[src/rtl/core/shsa_pkg.sv]
package shsa_pkg;

    // width of the id, position and count fields on the ports
    localparam int FIELD_W = 16;

    // status flags reported with each result item
    typedef struct packed {
        logic first_touch;
        logic counted;
        logic pruned;
    } t_hit_flags;

endpackage

[src/rtl/core/shsa_idx_mod.sv]
module shsa_idx_mod #(
    parameter int DEPTH = 65536,
    parameter int IDX_W = 16
) (
    input  logic                         i_clk,
    input  logic                         i_rst_n,
    input  logic                         i_valid,
    input  logic [shsa_pkg::FIELD_W-1:0] i_seq_id,
    output logic                         o_valid,
    output logic [IDX_W-1:0]             o_idx
);

    // reciprocal of the table depth, scaled by 2^32
    localparam logic [32:0] RECIP   = 33'((64'd1 << 32) / DEPTH);
    localparam logic [16:0] DIVISOR = 17'(DEPTH);

    logic        r_v1, r_v2, r_v3;
    logic [15:0] r_x1, r_x2;
    logic [15:0] r_q1;
    logic [16:0] r_qd2;
    logic [IDX_W-1:0] r_idx3;

    logic [48:0] w_prod1;
    logic [33:0] w_prod2;
    logic [16:0] w_rem;
    logic [16:0] w_fix;

    // quotient estimate, then its product, then one correction step
    assign w_prod1 = {33'd0, i_seq_id} * {16'd0, RECIP};
    assign w_prod2 = {17'd0, 1'b0, r_q1} * {17'd0, DIVISOR};
    assign w_rem   = {1'b0, r_x2} - r_qd2;
    assign w_fix   = (w_rem >= DIVISOR) ? (w_rem - DIVISOR) : w_rem;

    // valid pipe
    always_ff @(posedge i_clk) begin
        if (!i_rst_n) begin
            r_v1 <= 1'b0;
            r_v2 <= 1'b0;
            r_v3 <= 1'b0;
        end else begin
            r_v1 <= i_valid;
            r_v2 <= r_v1;
            r_v3 <= r_v2;
        end
    end

    // data pipe
    always_ff @(posedge i_clk) begin
        r_x1   <= i_seq_id;
        r_q1   <= w_prod1[47:32];
        r_x2   <= r_x1;
        r_qd2  <= w_prod2[16:0];
        r_idx3 <= w_fix[IDX_W-1:0];
    end

    assign o_valid = r_v3;
    assign o_idx   = r_idx3;

endmodule

[config.mk]
export PLATFORM = sky130hd
export DESIGN_NAME = shsa_idx_mod
export DESIGN_NICKNAME = d
export VERILOG_FILES = /design/src/rtl/core/shsa_pkg.sv /design/src/rtl/core/shsa_idx_mod.sv
export SDC_FILE = /design/constraint.sdc
export NUM_CORES = 1
export LEC_CHECK = 0
export ABC_AREA = 1
export BUFFER_PORTS_ARGS = -buffer_cell sky130_fd_sc_hd__buf_2
export CAP_MARGIN = 30
export CORE_MARGIN = 5
export CORE_UTILIZATION = 30
export CTS_BUF_LIST = sky130_fd_sc_hd__clkbuf_8
export DETAILED_ROUTE_END_ITERATION = 8
export PLACE_DENSITY = 0.64
export SYNTH_ARGS = -nofsm -noshare
export SYNTH_HDL_FRONTEND = slang
export SYNTH_SLANG_ARGS = --single-unit
[constraint.sdc]
create_clock -name i_clk -period 0.9 [get_ports i_clk]
set_clock_uncertainty 0.2 [all_clocks]
set_input_delay 0.27 -clock i_clk [delete_from_list [all_inputs] [get_ports i_clk]]
set_output_delay 0.27 -clock i_clk [all_outputs]
set_load 0.03 [all_outputs]
Word level (Yosys, flattened, before mapping):

Index checks and enable logic that the tools add are counted.

* word-level logic and storage cells: 9
* register bits after elaboration: 51
* output and inout bits: 17

* add/sub/neg operators: 1
* $lt $le $gt $ge: 1
* muxes and demuxes: 1

Operator list (number)
* >= comparator 16 x 17 -> 1 bit, second input constant: 1
* two-way mux 16 bit: 1
* subtractor 16 x 1 -> 16 bit, second input constant: 1

Longest topological paths before layout:

* depth in word-level cells: 2
* gate-level depth with buffers: 2
* mapped depth without buffers: 2

Worst setup path after synthesis:

No wires, ideal clock.

* path type: reg2out
* start point: register r_idx3[0] (netlist: o_idx[0])
* end point: output port o_idx[0]
* arrival time: 0.459 ns
* stages on the path, launching flop included: 1
* path slack: -0.029 ns
* path through: dfxtp_1

RTL lines
* start, declared: line shsa_idx_mod.sv:21 `logic [IDX_W-1:0] r_idx3;`
* start signal, assigned: line shsa_idx_mod.sv:53 `r_idx3 <= w_fix[IDX_W-1:0];`
* end, declared: line shsa_idx_mod.sv:10 `output logic [IDX_W-1:0] o_idx`

No word-level cell between the ends.

Worst setup path in the final report:

* start point: register r_idx3[0] (netlist: o_idx[0])
* end point: output port o_idx[0]

No word-level cell between the ends.

==> run_summary.xml <==
<?xml version="1.0" encoding="UTF-8"?>
<metrics>
  <group name="critical_path">
    <metric name="timing.critical_path.max_delay_family" unit="">flip-flops</metric>
    <metric name="r2r_setup_slack" unit="ns">0.21</metric>
    <metric name="critical-path-max-stage-delay" unit="ns">0.32</metric>
    <metric name="start_kind" unit="">flop</metric>
    <metric name="crit_slowest_cell" unit="">sky130_fd_sc_hd__dfxtp_2</metric>
    <metric name="ff2ff_path_depth" unit="">2</metric>
    <metric name="worstPathArrival" unit="ns">0.74</metric>
    <metric name="worst-path-buf-inv" unit="">1</metric>
    <metric name="crit_path_end_kind" unit="">output pin</metric>
    <metric name="rr_startpoint" unit="">r_v1$_SDFF_PN0_</metric>
    <metric name="path_max_fanout" unit="">1</metric>
    <metric name="crit-reg2reg-capture" unit="">r_v2$_SDFF_PN0_</metric>
    <metric name="worst-endpoint-required" unit="ns">0.43</metric>
    <metric name="timing.critical_path.cells" unit="">buf_6</metric>
    <metric name="timing_worst_setup_path_type" unit="">flop to output pin</metric>
  </group>
  <group name="yosys">
    <metric name="post_synthesis_cell_count" unit="">57</metric>
    <metric name="synth_area_per_cell" unit="sq um">18.3</metric>
    <metric name="synth-seq-cells" unit="">51</metric>
    <metric name="ys.warnings.count" unit="">0</metric>
    <metric name="mappedNetlistArea" unit="sq um">1040</metric>
    <metric name="postSynthNetCount" unit="">76</metric>
    <metric name="seq_area_frac_synth" unit="%">97.8</metric>
    <metric name="unique_cell_type_count_in_the_yosys_netlist" unit="">3</metric>
  </group>
  <group name="cts">
    <metric name="tritoncts.num_buffers" unit="">5</metric>
    <metric name="cts-root-buf" unit="">sky130_fd_sc_hd__clkbuf_8</metric>
    <metric name="number_of_clock_sinks_seen_by_cts" unit="">51</metric>
    <metric name="cts_tree" unit="">done</metric>
    <metric name="clkTransAtPathRegs" unit="ns">0.08</metric>
    <metric name="clock_insertion_delay_at_the_later_pin_of_the_skew_report" unit="ns">0.29</metric>
    <metric name="htreeDepth" unit="">2</metric>
    <metric name="clk_path_buf_depth" unit="">2</metric>
  </group>
  <group name="sta">
    <metric name="post_route_minimum_period" unit="ns">1.21</metric>
    <metric name="clock.fmax" unit="MHz">828</metric>
    <metric name="tightestPinTransition" unit="ns">0.0784</metric>
    <metric name="report.final.setup_viol" unit="">19</metric>
    <metric name="slew_headroom" unit="%">94.8</metric>
    <metric name="layout_setup_ws" unit="ns">-0.308</metric>
    <metric name="grt_setup_unrepaired" unit="">yes</metric>
    <metric name="drv_slew" unit="">0</metric>
    <metric name="finalHoldWorstSlack" unit="ns">-0.125</metric>
    <metric name="finalHoldViolations" unit="">17</metric>
    <metric name="setup_total_negative_slack" unit="ns">-5.23</metric>
    <metric name="fin_crit_sh" unit="%">134</metric>
  </group>
  <group name="layout">
    <metric name="final_core_utilization" unit="%">44.8</metric>
    <metric name="fillers" unit="">324</metric>
    <metric name="multi_input_area" unit="sq um">11.3</metric>
    <metric name="regArea" unit="sq um">1040</metric>
    <metric name="drive_above_1_share" unit="%">56.9</metric>
    <metric name="finish.cell_count_without_fillers" unit="">148</metric>
    <metric name="fin_nets" unit="">120</metric>
    <metric name="insertedDiodeCount" unit="">0</metric>
    <metric name="synthToLayoutAreaGrowth" unit="%">44.2</metric>
  </group>
  <group name="run">
    <metric name="max_cap_violations" unit="">0</metric>
  </group>
  <group name="route">
    <metric name="drc_errors" unit="">0</metric>
    <metric name="antenna_violating_nets_post_route" unit="">0</metric>
    <metric name="totalWireLength" unit="um">1280</metric>
    <metric name="drt_iter0_markers" unit="">21</metric>
    <metric name="wl_met1" unit="um">403</metric>
    <metric name="met2RoutedLength" unit="um">657</metric>
    <metric name="top_layer_used_by_detailed_routing" unit="">met4</metric>
    <metric name="drt_pass1_iterations" unit="">2</metric>
    <metric name="route.detailed.wl_per_inst" unit="um">8.64</metric>
    <metric name="vias_per_cell" unit="">3.35</metric>
    <metric name="routed_length_on_met3" unit="um">188</metric>
    <metric name="num_vias" unit="">496</metric>
  </group>
  <group name="power">
    <metric name="report.power.total" unit="mW">3.78</metric>
    <metric name="power_leakage" unit="nW">0.694</metric>
    <metric name="pwr_density_cell" unit="nW/um^2">2510</metric>
    <metric name="power.ir.vdd_worst" unit="uV">1080</metric>
  </group>
  <group name="placement">
    <metric name="post_place_worst_slack" unit="ns">-0.0480</metric>
    <metric name="port_buffers" unit="">35</metric>
    <metric name="detailed_place_hpwl" unit="um">911</metric>
    <metric name="dp.cells" unit="">138</metric>
    <metric name="gp_congestion" unit="">0.583</metric>
  </group>
  <group name="hold_path">
    <metric name="hold_end" unit="">r_x1[7]$_DFF_P_</metric>
    <metric name="hold_path_depth" unit="">1</metric>
    <metric name="timing.hold.worst.start" unit="">i_seq_id[7]</metric>
    <metric name="hp-class" unit="">input port to flop</metric>
  </group>
  <group name="floorplan">
    <metric name="die_y" unit="um">69.0</metric>
    <metric name="floorplan.io_pins" unit="">36</metric>
    <metric name="start_util" unit="%">31.0</metric>
    <metric name="die-area" unit="sq um">4760</metric>
    <metric name="coreArea" unit="sq um">3360</metric>
    <metric name="rows" unit="">21</metric>
    <metric name="die_w" unit="um">69.0</metric>
  </group>
  <group name="grt">
    <metric name="grt_first_pass_wirelength" unit="um">1850</metric>
    <metric name="grt_usage" unit="%">6.08</metric>
    <metric name="overflow" unit="">0</metric>
    <metric name="first_global_vias" unit="">473</metric>
    <metric name="grt_start_max_net_pins" unit="">15</metric>
    <metric name="grt_antenna_before_repair" unit="">0</metric>
  </group>
  <group name="run_status">
    <metric name="failed_checks" unit="">hold timing, setup timing</metric>
    <metric name="outcome" unit="">finished with violations</metric>
  </group>
</metrics>
[worst max path at each step]
stage / startpoint / endpoint / cells past startpoint
after detailed placement: o_idx[13]$_DFF_P_ / o_idx[13] / 1
after floorplan: o_idx[0]$_DFF_P_ / o_idx[0] / 0
after CTS: o_idx[2]$_DFF_P_ / o_idx[2] / 1
after global placement: o_idx[11]$_DFF_P_ / o_idx[11] / 1
final: o_idx[0]$_DFF_P_ / o_idx[0] / 1
after global routing: o_idx[0]$_DFF_P_ / o_idx[0] / 1
[metrics by stage]
stage	area [sq um]	hold WS, ns
after floorplan	1060	0.0977
after global placement	1300	0.110
after detailed placement	1300	0.112
after CTS	1490	-0.141
after global routing	1510	-0.144
final	1510	-0.125
[metal layers]
metal	track usage, %	vias up
li1	-	255
met2	9.40	24
met1	4.62	211
met5	0	-
met3	5.83	6
met4	4.38	0
[what timing repair did]
action | CTS | global route
endpoints found under the setup margin | 17 | 17
endpoints found under the hold margin | 19 | 18
pin swaps | 0 | 0
buffers inserted | 0 | 0
gates resized for setup | 34 | 0
[registers in the layout (all words and copies together) (netlist names)]
register,count
o_idx,16
o_valid,1
r_v1,1
r_v2,1
r_x1,16
r_x2,16
[cell usage after synthesis]
cell type | number | area share [%]
sky130_fd_sc_hd__inv_1 | 3 | 1.1
sky130_fd_sc_hd__nand2_1 | 3 | 1.1
sky130_fd_sc_hd__dfxtp_1 | 51 | 98
[cells by family (layout without fill, tap and decap cells)]
logic type             count (synthesis)  after routing  share of synthesized area (%)
AND/OR/NAND/NOR                        3              3                           1.08
buffers and inverters                  3             48                           1.08
flip-flops                            51             51                           97.8
[cell type report]
| class | instances | share of cell area [%] |
|---|---|---|
| Inverter | 3 | 0.748 |
| Multi-Input combinational cell | 3 | 0.748 |
| Sequential cell | 51 | 69.2 |
| Timing Repair Buffer | 37 | 20.0 |
| Clock inverter | 3 | 0.831 |
| Clock buffer | 5 | 4.57 |
| Tap cell | 46 | 3.82 |
[power breakdown]
| part | switching [mW] | leakage (nW) | internal [mW] |
|---|---|---|---|
| registers | 0.0312 | 0.430 | 2.38 |
| clock network | 0.633 | 0.0505 | 0.523 |
| logic | 0.106 | 0.213 | 0.106 |
| total | 0.770 | 0.694 | 3.01 |
[cell usage in the layout (no fill, tap or decap), drive strengths merged]
cell | Yosys | routed
dfxtp | 51 | 51
buf | 0 | 35
inv | 3 | 5
clkbuf | 0 | 5
nand2 | 3 | 3
dlygate4sd3 | 0 | 2
clkinv | 0 | 1
Power figures use the tool's default switching activity.
